`src/rtl/pdfl_pkg.sv`:
```
`timescale 1ns / 1ps
`default_nettype none

package pdfl_pkg;

    localparam int OFFSET_BITS_DEF = 32;
    localparam int DEPTH_BITS_DEF  = 16;
    localparam int RANGE_BITS      = 32;

    // Character codes the lexer looks for.
    localparam logic [7:0] CH_SPACE  = 8'h20;
    localparam logic [7:0] CH_TAB    = 8'h09;
    localparam logic [7:0] CH_LF     = 8'h0A;
    localparam logic [7:0] CH_CR     = 8'h0D;
    localparam logic [7:0] CH_LPAREN = 8'h28;
    localparam logic [7:0] CH_RPAREN = 8'h29;
    localparam logic [7:0] CH_LT     = 8'h3C;
    localparam logic [7:0] CH_GT     = 8'h3E;
    localparam logic [7:0] CH_LBRACK = 8'h5B;
    localparam logic [7:0] CH_RBRACK = 8'h5D;
    localparam logic [7:0] CH_LBRACE = 8'h7B;
    localparam logic [7:0] CH_RBRACE = 8'h7D;
    localparam logic [7:0] CH_SLASH  = 8'h2F;
    localparam logic [7:0] CH_PCT    = 8'h25;
    localparam logic [7:0] CH_BSLASH = 8'h5C;
    localparam logic [7:0] CH_B      = 8'h42;
    localparam logic [7:0] CH_C      = 8'h43;
    localparam logic [7:0] CH_D      = 8'h44;
    localparam logic [7:0] CH_E      = 8'h45;
    localparam logic [7:0] CH_M      = 8'h4D;
    localparam logic [7:0] CH_O      = 8'h4F;

    typedef enum logic [7:0] {
        MODE_IDLE    = 8'b0000_0001,
        MODE_COMMENT = 8'b0000_0010,
        MODE_LITERAL = 8'b0000_0100,
        MODE_ESCAPE  = 8'b0000_1000,
        MODE_HEXPEND = 8'b0001_0000,
        MODE_HEX     = 8'b0010_0000,
        MODE_NAME    = 8'b0100_0000,
        MODE_REGULAR = 8'b1000_0000
    } t_mode;

    typedef enum logic [3:0] {
        TM_NONE, TM_SL, TM_SL_O, TM_SL_OC, TM_NAME_OTHER,
        TM_B, TM_BD, TM_BDC, TM_E, TM_EM, TM_EMC, TM_OTHER
    } t_match;

    typedef enum logic [1:0] {
        TC_NONE, TC_OC, TC_NAME, TC_OTHER
    } t_class;

    typedef struct packed {
        logic [7:0] data_byte;
        logic       is_last;
    } t_in;

    typedef struct packed {
        logic [RANGE_BITS-1:0] range_start;
        logic [RANGE_BITS-1:0] range_end;
        logic                  opens_section;
    } t_result;

    typedef struct packed {
        logic    valid;
        t_result res;
    } t_lex_out;

    function automatic logic f_is_ws(input logic [7:0] c);
        f_is_ws = (c == CH_SPACE) || ((c >= CH_TAB) && (c <= CH_CR));
    endfunction

    function automatic logic f_is_separator(input logic [7:0] c);
        f_is_separator = f_is_ws(c) || c == CH_LPAREN || c == CH_RPAREN || c == CH_LT ||
                         c == CH_GT || c == CH_LBRACK || c == CH_RBRACK ||
                         c == CH_LBRACE || c == CH_RBRACE || c == CH_SLASH || c == CH_PCT;
    endfunction

endpackage

`default_nettype wire

```
`src/rtl/pdfl_lexer.sv`:
```
`timescale 1ns / 1ps
`default_nettype none

module pdfl_lexer
    import pdfl_pkg::*;
#(
    parameter int OFFSET_BITS = OFFSET_BITS_DEF,
    parameter int DEPTH_BITS  = DEPTH_BITS_DEF
) (
    input  wire logic     i_clk,
    input  wire logic     i_rst_n,
    input  wire logic     i_step,
    input  wire t_in      i_in,
    output t_lex_out      o_lex
);

    typedef struct packed {
        t_mode                  mode;
        logic [DEPTH_BITS-1:0]  depth;
        logic [OFFSET_BITS-1:0] pos;
        logic [OFFSET_BITS-1:0] tbegin;
        t_match                 match;
        logic [OFFSET_BITS-1:0] pbegin;
        t_class                 pclass;
        logic [OFFSET_BITS-1:0] obegin;
        t_class                 oclass;
    } t_st;

    localparam t_st ST_RESET = '{
        mode:   MODE_IDLE,
        depth:  '0,
        pos:    '0,
        tbegin: '0,
        match:  TM_NONE,
        pbegin: '0,
        pclass: TC_NONE,
        obegin: '0,
        oclass: TC_NONE
    };

    t_st      r_st;
    t_st      n_st;
    t_lex_out lex;

    function automatic logic [OFFSET_BITS-1:0] f_sat_inc(input logic [OFFSET_BITS-1:0] v);
        f_sat_inc = (v == '1) ? v : v + 1'b1;
    endfunction

    // Result of closing the current token at end offset end_off, if any.
    function automatic t_lex_out f_emit(input t_st s, input logic [OFFSET_BITS-1:0] end_off);
        t_lex_out r;
        r = '0;
        if (s.match == TM_BDC && s.oclass == TC_OC &&
                (s.pclass == TC_OC || s.pclass == TC_NAME)) begin
            r.valid             = 1'b1;
            r.res.range_start   = RANGE_BITS'(s.obegin);
            r.res.range_end     = RANGE_BITS'(end_off);
            r.res.opens_section = 1'b1;
        end else if (s.match == TM_EMC) begin
            r.valid             = 1'b1;
            r.res.range_start   = RANGE_BITS'(s.tbegin);
            r.res.range_end     = RANGE_BITS'(end_off);
            r.res.opens_section = 1'b0;
        end
        f_emit = r;
    endfunction

    // Shifts the closed token into the two-token history.
    function automatic t_st f_finish(input t_st s);
        t_st    r;
        t_class cls;
        r = s;
        if (s.match == TM_SL_OC) begin
            cls = TC_OC;
        end else if (s.match == TM_SL || s.match == TM_SL_O || s.match == TM_NAME_OTHER) begin
            cls = TC_NAME;
        end else begin
            cls = TC_OTHER;
        end
        r.obegin = s.pbegin;
        r.oclass = s.pclass;
        r.pbegin = s.tbegin;
        r.pclass = cls;
        r.mode   = MODE_IDLE;
        r.match  = TM_NONE;
        f_finish = r;
    endfunction

    // Handles a byte seen between tokens.
    function automatic t_st f_idle(input t_st s, input logic [7:0] c);
        t_st r;
        r = s;
        if (!f_is_ws(c)) begin
            if (c == CH_PCT) begin
                r.mode = MODE_COMMENT;
            end else if (c == CH_LPAREN) begin
                r.mode  = MODE_LITERAL;
                r.depth = DEPTH_BITS'(1);
            end else if (c == CH_LT) begin
                r.mode   = MODE_HEXPEND;
                r.tbegin = s.pos;
            end else if (c == CH_SLASH) begin
                r.mode   = MODE_NAME;
                r.tbegin = s.pos;
                r.match  = TM_SL;
            end else begin
                r.mode   = MODE_REGULAR;
                r.tbegin = s.pos;
                r.match  = (c == CH_B) ? TM_B : ((c == CH_E) ? TM_E : TM_OTHER);
            end
        end
        f_idle = r;
    endfunction

    always_comb begin
        logic [7:0] c;
        t_st        s;
        c   = i_in.data_byte;
        s   = r_st;
        lex = '0;
        case (s.mode)
            MODE_COMMENT: begin
                if (c == CH_LF || c == CH_CR) s.mode = MODE_IDLE;
            end
            MODE_LITERAL: begin
                if (c == CH_BSLASH) begin
                    s.mode = MODE_ESCAPE;
                end else if (c == CH_LPAREN) begin
                    s.depth = (s.depth == '1) ? s.depth : s.depth + 1'b1;
                end else if (c == CH_RPAREN) begin
                    if (s.depth <= DEPTH_BITS'(1)) begin
                        s.depth = '0;
                        s.mode  = MODE_IDLE;
                    end else begin
                        s.depth = s.depth - 1'b1;
                    end
                end
            end
            MODE_ESCAPE: begin
                s.mode = MODE_LITERAL;
            end
            MODE_HEX: begin
                if (c == CH_GT) s.mode = MODE_IDLE;
            end
            MODE_HEXPEND: begin
                if (c == CH_LT) begin
                    s.mode  = MODE_REGULAR;
                    s.match = TM_OTHER;
                end else begin
                    s.mode = (c == CH_GT) ? MODE_IDLE : MODE_HEX;
                end
            end
            MODE_NAME: begin
                if (f_is_separator(c)) begin
                    lex = f_emit(s, s.pos);
                    s   = f_idle(f_finish(s), c);
                end else if (s.match == TM_SL && c == CH_O) begin
                    s.match = TM_SL_O;
                end else if (s.match == TM_SL_O && c == CH_C) begin
                    s.match = TM_SL_OC;
                end else begin
                    s.match = TM_NAME_OTHER;
                end
            end
            MODE_REGULAR: begin
                if (f_is_ws(c) || c == CH_PCT) begin
                    lex = f_emit(s, s.pos);
                    s   = f_idle(f_finish(s), c);
                end else if (s.match == TM_B && c == CH_D) begin
                    s.match = TM_BD;
                end else if (s.match == TM_BD && c == CH_C) begin
                    s.match = TM_BDC;
                end else if (s.match == TM_E && c == CH_M) begin
                    s.match = TM_EM;
                end else if (s.match == TM_EM && c == CH_C) begin
                    s.match = TM_EMC;
                end else begin
                    s.match = TM_OTHER;
                end
            end
            default: begin
                s = f_idle(s, c);
            end
        endcase

        if (i_in.is_last) begin
            // The final byte closes any open token; only one result per byte.
            if (s.mode == MODE_NAME || s.mode == MODE_REGULAR || s.mode == MODE_HEXPEND) begin
                if (s.mode == MODE_HEXPEND) s.match = TM_OTHER;
                if (!lex.valid) lex = f_emit(s, f_sat_inc(s.pos));
            end
            n_st = ST_RESET;
        end else begin
            s.pos = f_sat_inc(s.pos);
            n_st  = s;
        end
    end

    always_ff @(posedge i_clk) begin
        if (!i_rst_n) begin
            r_st <= ST_RESET;
        end else if (i_step) begin
            r_st <= n_st;
        end
    end

    assign o_lex = lex;

endmodule

`default_nettype wire

```
`src/rtl/pdf_layer_marker_locator.sv`:
```
// PDF layer marker locator.
// The input channel carries one content stream byte per transaction, with
// is_last set on the final byte of a stream. The output channel carries the
// byte ranges to delete: an "/OC /name BDC" group (opens_section = 1) or any
// "EMC" token (opens_section = 0), both with an exclusive end offset.
// A byte is taken into an input register, then the lexer logic updates the
// tokenizer state and loads the output register, which shows any result.
// One byte per cycle is sustained while the receiver does not stall; the
// output register separates the two channels, so a new byte is taken while
// a finished result waits. When the receiver stalls with a result pending,
// one more byte sits in the input register and then the input channel
// stalls until the result moves. After the byte that carries is_last the
// tokenizer returns to its reset state, ready for the next stream. Reset
// empties both registers and clears the tokenizer state; there is no
// clearing pass.
`timescale 1ns / 1ps
`default_nettype none

module pdf_layer_marker_locator
    import pdfl_pkg::*;
#(
    parameter int OFFSET_BITS = OFFSET_BITS_DEF,
    parameter int DEPTH_BITS  = DEPTH_BITS_DEF
) (
    input  wire logic    i_clk,
    input  wire logic    i_rst_n,
    input  wire logic    i_in_valid,
    output logic         o_in_stall,
    input  wire t_in     i_in,
    output logic         o_out_valid,
    input  wire logic    i_out_stall,
    output t_result      o_out
);

    logic     r_in_valid;
    t_in      r_in;
    logic     r_out_valid;
    t_result  r_out;
    logic     out_free;
    logic     step;
    t_lex_out lex;

    assign out_free   = !r_out_valid || !i_out_stall;
    assign step       = r_in_valid && out_free;
    assign o_in_stall = r_in_valid && !out_free;

    pdfl_lexer #(
        .OFFSET_BITS(OFFSET_BITS),
        .DEPTH_BITS (DEPTH_BITS)
    ) u_lexer (
        .i_clk  (i_clk),
        .i_rst_n(i_rst_n),
        .i_step (step),
        .i_in   (r_in),
        .o_lex  (lex)
    );

    always_ff @(posedge i_clk) begin
        if (!i_rst_n) begin
            r_in_valid <= 1'b0;
        end else if (!o_in_stall) begin
            r_in_valid <= i_in_valid;
        end
    end

    always_ff @(posedge i_clk) begin
        if (i_in_valid && !o_in_stall) begin
            r_in <= i_in;
        end
    end

    always_ff @(posedge i_clk) begin
        if (!i_rst_n) begin
            r_out_valid <= 1'b0;
        end else if (out_free) begin
            r_out_valid <= step && lex.valid;
        end
    end

    always_ff @(posedge i_clk) begin
        if (step && lex.valid && out_free) begin
            r_out <= lex.res;
        end
    end

    assign o_out_valid = r_out_valid;
    assign o_out       = r_out;

endmodule

`default_nettype wire

```
`config.mk`:
```
export PLATFORM = sky130hd
export DESIGN_NAME = pdf_layer_marker_locator
export DESIGN_NICKNAME = d
export VERILOG_FILES = /design/src/rtl/pdfl_pkg.sv /design/src/rtl/pdfl_lexer.sv /design/src/rtl/pdf_layer_marker_locator.sv
export SDC_FILE = /design/constraint.sdc
export NUM_CORES = 1
export LEC_CHECK = 0
export ABC_AREA = 1
export BUFFER_PORTS_ARGS = -buffer_cell sky130_fd_sc_hd__buf_2
export CAP_MARGIN = 20
export CORE_MARGIN = 4
export CORE_UTILIZATION = 30
export DETAILED_ROUTE_END_ITERATION = 8
export SLEW_MARGIN = 25
export SYNTH_ARGS = -nofsm -noshare
export SYNTH_HDL_FRONTEND = slang
export SYNTH_SLANG_ARGS = --single-unit
```
`constraint.sdc`:
```
create_clock -name i_clk -period 3.9 [get_ports i_clk]
set_clock_uncertainty 0.2 [all_clocks]
set_input_delay 0.78 -clock i_clk [delete_from_list [all_inputs] [get_ports i_clk]]
set_output_delay 0.78 -clock i_clk [all_outputs]
set_load 0.01 [all_outputs]
```
==> results.yml, run 1 <==
outcome:
  outcome: "finished clean"
sta:
  finalSetupViolCount: 0
  slew_headroom_pct: 41.0
  maxSlewViolCount: 0
  worst_slew_pin_slew_ps: 885
  rsz0062_at_grt: "false"
  finalSetupTns_ps: 0
  hold_viol: 0
  post-route-period-util_pct: 94.7
  fin_crit_ps: 3690
  timing.fmax_ghz: 0.271
setup_path:
  critical-path-top-delay-family: "simple AND/OR/NAND/NOR gates"
  crit_chain: "nor2_1, o21ai_0, nand2_1, nand2_4, nor2_1, nor2_1, a21oi_1, nand3_1, nor2_1, nand3_1, a21oi_4, nand2_2, buf_4, inv_2, buf_4, nand2_1, o21ai_0"
  crit_slowest_cell: "nor2_1"
  rr_worst_depth: 17
  crit_arrival_ps: 3880
  start_kind: "flip-flop"
  cp.required_ps: 4090
  path_buf_inv: 3
  worstPathMaxFanout: 18
  crit_top_cell: "nor2_1"
  max_stage_delay_ps: 500
  worstSetupEndpointType: "flip-flop"
  cp_num_cells: 17
  critPathKind: "reg -> reg"
logic_synthesis:
  ys_seq_area_share_pct: 39.5
  syn_avg_cell_area_um2: 6.89
  yosysTopAreaCell: "dfxtp_1"
  ys_types: 50
  synth.most_common_cell: "nand2_1"
  syn-num-nets: 2027
  synthTopCellsByCount: "532 x nand2_1, 202 x inv_1, 179 x o21ai_0, 172 x a21oi_1, 162 x dfxtp_1"
  synth_warnings: 0
  synth-seq-cells: 236
  async_reset_ff_share_pct: 0
  synth_flop_cell: "dfxtp_1"
  synthCells: 2010
  yosys-top-cells-area: "dfxtp_1 23%, edfxtp_1 16%, nand2_1 14%"
  netlist.area_leader.share_pct: 23.4
  synth_edf_count: 74
  synth_area_um2: 13800
clocking:
  htreeDepth: 1
  post-cts-setup-buffers: 0
  worstSkewPairLatency_ps: 590
  numCtsBuffers: 28
  hold_buffers: 0
  cts-root-buf: "clkbuf_16"
  clock-sinks: 236
  cts_tree: "built"
  clk_path_buf_depth: 3
  clkTransAtPathRegs_ps: 60
  cts_resized: 0
cells_and_area:
  drive_above_1_share_pct: 10.5
  nets: 2053
  fin_util_pct: 34.8
  syn_to_final_growth_pct: 14.4
route:
  first_pass_iters: 8
  drcViolationCount: 0
  ant_nets: 0
  wire_per_inst_um: 17.1
  wl_mm: 45.3
  routed_via_density: 5.18
  first_iter_violations: 1232
  vias: 13800
hold_path:
  hold_depth: 1
  min_path_type: "in -> reg"
power:
  ir_worst_vdd_mv: 0.280
  power.density_nw_per_um2: 366
  p_leak_nw: 5.91
global_routing:
  grt_pass1_vias: 13100
  antenna_found_initial: 0
  grt_max_degree: 101
  grt_use_total_pct: 17.6
  grt-ovfl-total: 0
  grt_pass1_wl_mm: 72.0
placed_design:
  port_buffers: 79
  gp_congestion: 0.880
  dp_hpwl_mm: 30.2
floorplanning:
  fp.dieW_um: 223
  core_um2: 45500
  io_pins: 80
  dieArea_um2: 49700
  initial_utilization_pct: 30.4
  die_y_um: 223
  row_count: 78
flow_run:
  maxCapViolCount: 0
-- cells by family after synthesis --
family / Yosys count / synth area share [%]
buffers and inverters: 338 / 9.50
AO/OA/AOI/OAI: 483 / 19.5
flip-flops: 236 / 39.5
adder cells (fa/ha/maj): 4 / 0.361
XOR/XNOR: 37 / 2.34
AND/OR/NAND/NOR: 912 / 28.8
-- area by class of cell --
cell class | count | area, µm²
clock buffers | 32 | 736
fillers | 4901 | 29600
repair buffers | 115 | 691
flip-flops and latches | 236 | 5470
diodes | 1 | 2.50
clock inverters | 20 | 287
well taps | 600 | 751
multi-input cells | 1436 | 7090
inverters | 219 | 831
-- cells in the final DEF, fill, tap and decap left out, types with 6 or more instances in the layout --
cell	count
a211oi_1	13
nand2_1	531
o21ai_0	179
nor3_1	27
bufinv_16	6
buf_4	34
nand4_1	29
o22ai_1	28
a31oi_1	15
o211ai_1	32
a21oi_1	171
o21ai_1	13
nand2_4	8
nand3_1	127
nor4_1	8
nor2_1	133
buf_2	79
inv_2	14
dfxtp_1	162
nor2_2	7
nand2_2	8
nand3b_1	19
a22o_1	7
clkinv_2	6
xor2_1	36
inv_1	201
a2bb2oi_1	8
clkbuf_16	28
edfxtp_1	74
-- metal layers --
layer	wire length, µm	vias to the layer above	GRT usage [%]
met5	0	-	0
met2	20800	460	28.7
li1	-	6752	-
met1	20300	6485	23.9
met4	1660	0	6.44
met3	2550	89	2.43
-- state kept, by name, indices dropped and copies added, names as in the netlist --
signal,count
u_lexer.r_st,160
o_out_valid,1
r_in,9
o_out,65
r_in_valid,1
-- power breakdown --
part | total [mW] | internal [mW] | switching, mW | leakage, nW
logic | 0.342 | 0.0790 | 0.263 | 3.29
clock network | 2.89 | 1.76 | 1.13 | 0.490
registers | 2.57 | 2.55 | 0.0232 | 2.13
total | 5.81 | 4.39 | 1.42 | 5.91
-- worst paths after layout --
| path | startpoint | to | slack [ps] |
|---|---|---|---|
| hold reg to reg | u_lexer.r_st[39]$_SDFFE_PN0P_ | u_lexer.r_st[39]$_SDFFE_PN0P_ | 260 |
| setup reg to reg | r_in[1]$_DFFE_PP_ | o_out[8]$_DFFE_PP_ | 210 |
| hold / removal | i_in[2] | r_in[2]$_DFFE_PP_ | 190 |
| setup / recovery | r_in[1]$_DFFE_PP_ | o_out[8]$_DFFE_PP_ | 210 |
-- per-stage QoR --
stage	power, mW	setup WS [ps]	cell area (µm²)	cells	hold WS [ps]
6_report	5.81	208	15800	2659	192
2_1_floorplan	2.85	292	13900	2010	222
4_1_cts	5.86	329	15800	2658	168
3_3_place_gp	2.96	390	14800	2606	247
3_5_place_dp	2.96	351	14800	2606	250
5_1_grt	6.00	6.79	15800	2658	172
Note: power is estimated with default switching activity, not from simulation.
==> run 2: changes to the inputs <==
- CORE_ASPECT_RATIO: not set -> 1.25
==> results.yml, run 2 (synthesis results as in run 1) <==
outcome:
  outcome: "finished clean"
power:
  p_leak_nw: 5.93
  power.density_nw_per_um2: 361
  p_total_mw: 5.73
  ir_worst_vdd_mv: 0.509
setup_path:
  rr_worst_depth: 16
  start_kind: "flip-flop"
  r2r_slack_ps: 250
  worstSetupEndpointType: "flip-flop"
  critPathKind: "reg -> reg"
  worstPathMaxFanout: 20
  cp.required_ps: 4100
  crit_arrival_ps: 3850
sta:
  finalSetupViolCount: 0
  worst_hold_slack_ps: 191
  worst_slew_pin_slew_ps: 766
  finalSetupTns_ps: 0
  maxSlewViolCount: 0
  rsz0062_at_grt: "false"
  hold_viol: 0
  slew_headroom_pct: 49.0
  fin_crit_ps: 3650
  post-route-period-util_pct: 93.5
  timing.fmax_ghz: 0.274
global_routing:
  grt_max_degree: 102
  grt_pass1_vias: 13500
  grt_pass1_wl_mm: 73.6
  grt-ovfl-total: 0
  antenna_found_initial: 0
  grt_use_total_pct: 17.9
cells_and_area:
  final_common_cell: "nand2_1"
  nets: 2058
  fin_util_pct: 35.0
  antennaDiodeCount: 0
  syn_to_final_growth_pct: 14.6
  layout_common_cells: "531 x nand2_1, 201 x inv_1, 179 x o21ai_0"
  fillCellCount: 4808
  drive_above_1_share_pct: 10.9
  instances_no_fill: 2641
  largest_register_ffs: 160
  largest_register: "u_lexer.r_st"
route:
  wl_met3_mm: 2.33
  ant_nets: 0
  wl_mm: 46.0
  met2WireLength_mm: 22.4
  routed_via_density: 5.21
  first_pass_iters: 5
  wire_per_inst_um: 17.4
  first_iter_violations: 1139
  vias: 13800
  wl_met1_mm: 19.2
  top_layer: "met4"
  drcViolationCount: 0
placed_design:
  place_inst: 2589
  dp_hpwl_mm: 30.8
  gp_congestion: 0.887
  port_buffers: 79
clocking:
  cts_resized: 0
  htreeDepth: 1
  cts_tree: "built"
  clkTransAtPathRegs_ps: 60
  hold_buffers: 0
  cts-root-buf: "clkbuf_16"
  numCtsBuffers: 28
  post-cts-setup-buffers: 0
  worstSkewPairLatency_ps: 570
  clock-sinks: 236
  clk_path_buf_depth: 3
floorplanning:
  initial_utilization_pct: 30.5
  row_count: 87
  fp.dieW_um: 200
  die_y_um: 248
  dieArea_um2: 49700
  core_um2: 45400
  io_pins: 80
hold_path:
  min_path_type: "in -> reg"
  hold_depth: 1
flow_run:
  maxCapViolCount: 0
-- run 2: cell count changes in the layout (fill, tap and decap cells not counted) --
cell / before / now
buf_12: 2 / 6
buf_4: 34 / 35
bufinv_16: 6 / 4
clkbuf_1: 2 / 1
clkbuf_8: 2 / 3
clkinv_1: 3 / 2
clkinv_16: 1 / 0
clkinv_2: 6 / 4
clkinv_4: 0 / 2
clkinv_8: 0 / 1
clkinvlp_4: 5 / 6
diode_2: 1 / 0
inv_8: 0 / 2
-- run 2: final cells by class --
type / count / area (µm²) / area share (%)
Multi-Input combinational cell: 1436 / 7090 / 44.6
Clock inverter: 20 / 246 / 1.55
Timing Repair Buffer: 120 / 778 / 4.90
Inverter: 219 / 831 / 5.23
Tap cell: 578 / 723 / 4.56
Clock buffer: 32 / 746 / 4.70
Sequential cell: 236 / 5470 / 34.4
-- run 2: path summary, 6_finish.rpt --
path / from / endpoint
max: r_in[4]$_DFFE_PP_ / o_out[60]$_DFFE_PP_
min: i_in[7] / r_in[7]$_DFFE_PP_
max reg2reg: r_in[4]$_DFFE_PP_ / o_out[60]$_DFFE_PP_
min reg2reg: u_lexer.r_st[66]$_SDFFE_PN0P_ / u_lexer.r_st[66]$_SDFFE_PN0P_
-- run 2: report_power, final --
part	internal [mW]	switching (mW)
sequential	2.55	0.0218
clock	1.66	1.16
combinational	0.0853	0.265
-- run 2: stage by stage --
stage	instance area, µm²	setup slack, ps
after floorplan	13900	292
final	15900	254
after CTS	15900	267
after global placement	14900	328
after detailed placement	14900	292
after global routing	15900	12.1
-- run 2: per-layer routing --
| metal | vias to the layer above | track usage (%) |
|---|---|---|
| li1 | 6770 | - |
| met1 | 6485 | 22.0 |
| met2 | 423 | 32.0 |
| met3 | 94 | 2.07 |
| met4 | 0 | 8.04 |
| met5 | - | 0 |
-- run 2: critical path: stages, from the launching register on --
cell and delay [ps]:
edfxtp_1 460, inv_2 110, nor2_1 70, nand3_1 270, inv_2 190, nor2_1 320
nor2_1 90, a21oi_1 130, nand3_1 140, nor2_1 120, nand3_1 150, a21oi_4 200
nand2_4 230, nor2_8 370, buf_4 240, nand2_1 60, nand3_1 120
==> run 3: changes to the inputs <==
- BUFFER_PORTS_ARGS: -buffer_cell sky130_fd_sc_hd__buf_2 -> not set
- DONT_BUFFER_PORTS: not set -> 1
- SETUP_SLACK_MARGIN: not set -> 0.3
==> results.yml, run 3 (synthesis results as in run 1) <==
power:
  power.density_nw_per_um2: 357
  p_seq_share_pct: 45.6
  ir_worst_vdd_mv: 0.375
  internal_power_mw: 4.24
  p_sw_mw: 1.41
  power_frac_comb_pct: 6.6
  p_leak_nw: 5.69
  clkPwrFrac_pct: 47.9
  sw_frac_of_total_pct: 24.9
sta:
  finalSetupViolCount: 0
  fin_crit_ps: 3500
  hold_viol: 0
  slew_headroom_pct: 44.3
  maxSlewViolCount: 0
  setup_ws_ps: 403
  finalSetupTns_ps: 0
  rsz0062_at_grt: "true"
  worst_slew_pin_slew_ps: 835
  timing.fmax_ghz: 0.286
  post-route-period-util_pct: 89.7
setup_path:
  crit_arrival_ps: 3580
  critPathKind: "reg -> reg"
  start_kind: "flip-flop"
  worstSetupEndpointType: "flip-flop"
  worstPathMaxFanout: 17
  cp.required_ps: 3980
route:
  wire_per_inst_um: 18.4
  ant_nets: 0
  first_iter_violations: 1299
  drcViolationCount: 0
  vias: 13900
  first_pass_iters: 6
  wl_mm: 47.6
  routed_via_density: 5.35
global_routing:
  grt_pass1_wl_mm: 73.6
  grt_max_degree: 93
  grt_use_total_pct: 18.1
  grt_pass1_vias: 13100
  antenna_found_initial: 0
  grt-ovfl-total: 0
clocking:
  clk_path_buf_depth: 3
  clock-sinks: 236
  hold_buffers: 0
  htreeDepth: 1
  numCtsBuffers: 29
  clkTransAtPathRegs_ps: 50
  cts_tree: "built"
  worstSkewPairLatency_ps: 580
  cts-root-buf: "clkbuf_16"
floorplanning:
  fp.dieW_um: 200
  core_um2: 45400
  initial_utilization_pct: 30.5
  dieArea_um2: 49700
  io_pins: 80
  die_y_um: 248
  row_count: 87
hold_path:
  min_path_type: "in -> reg"
flow_run:
  maxCapViolCount: 0
placed_design:
  gp_congestion: 0.901
  port_buffers: 0
  dp_hpwl_mm: 31.3
  place_ws_ps: 284
outcome:
  outcome: "finished clean"
cells_and_area:
  largest_register_ffs: 160
  fillCellCount: 4801
  layout_common_cells: "526 x nand2_1, 197 x inv_1, 179 x o21ai_0"
  syn_to_final_growth_pct: 14.5
  nets: 2005
  final_common_cell: "nand2_1"
  antennaDiodeCount: 0
  largest_register: "u_lexer.r_st"
  drive_above_1_share_pct: 9.70
==> run 3: changes by cell type in the layout (fill, tap and decap cells not counted), sizes merged <==
cell      change
bufinv        -2
clkinv        +1
buf          -57
clkinvlp      -2
clkbuf       +11
inv           -3
==> run 3: worst max-delay path, stage by stage (launching register included) <==
cell,delay [ps]
edfxtp_1,450
nand2_1,150
nor2_4,60
buf_12,130
buf_4,140
nand3_4,100
inv_6,40
buf_4,140
nor2_4,150
nor2_1,70
a21oi_1,150
nand3_1,120
nor2_1,130
nand3_2,140
a21oi_4,260
nand2_2,120
nand2_1,90
nand2_2,70
clkinvlp_4,180
buf_4,160
buf_16,150
==> run 3: repair_timing <==
| item | 4_1_cts | 5_1_grt |
|---|---|---|
| endpoints found under the setup margin | 2 | 126 |
| buffers inserted | 0 | 27 |
| gates cloned | 0 | 3 |
| gates resized for setup | 2 | 41 |
| pin swaps | 0 | 8 |
==> run 3: metrics by stage <==
stage | instances | hold slack [ps] | cell area (µm²) | utilization (%) | power [mW]
after detailed placement | 2505 | 245 | 14400 | 31.8 | 2.96
after global routing | 2589 | 81.5 | 15900 | 34.9 | 5.87
after floorplan | 2010 | 222 | 13900 | - | 2.85
after CTS | 2559 | 74.9 | 15400 | 33.9 | 5.70
after global placement | 2505 | 242 | 14400 | 31.8 | 2.96
final | 2589 | 106 | 15900 | 34.9 | 5.65
==> run 3: final timing paths <==
path                            startpoint                       endpoint  slack, ps  cells after the start
max                      r_in[6]$_DFFE_PP_             o_out[0]$_DFFE_PP_        400                     20
min                                i_in[8]              r_in[8]$_DFFE_PP_        110                      0
max reg2reg              r_in[6]$_DFFE_PP_             o_out[0]$_DFFE_PP_        400                     20
min reg2reg  u_lexer.r_st[66]$_SDFFE_PN0P_  u_lexer.r_st[66]$_SDFFE_PN0P_        250                      2
==> run 3: cell type report <==
class                      count  area, µm²  area share (%)
sequential                   236       5470            34.5
inverter                     219        848            5.35
tap                          578        723            4.56
multi-input combinational   1436       7260            45.8
timing repair buffer          65        604            3.81
timing repair inverter         1       5.00          0.0316
clock inverter                13        129           0.813
clock buffer                  41        822            5.18
==> run 3: power by group through the flow <==
stage	registers, mW	clock network, mW	logic [mW]
after floorplan	2.62	0	0.236
after global placement	2.62	0	0.337
after detailed placement	2.63	0	0.338
after CTS	2.57	2.79	0.340
after global routing	2.58	2.89	0.402
final	2.58	2.71	0.371
==> run 3: layer usage <==
metal	wire, µm	track usage, %	up-vias
met5	0	0	-
met2	23700	32.2	503
met1	19000	22.3	6576
li1	-	-	6681
met3	2600	2.20	95
met4	2250	7.80	0
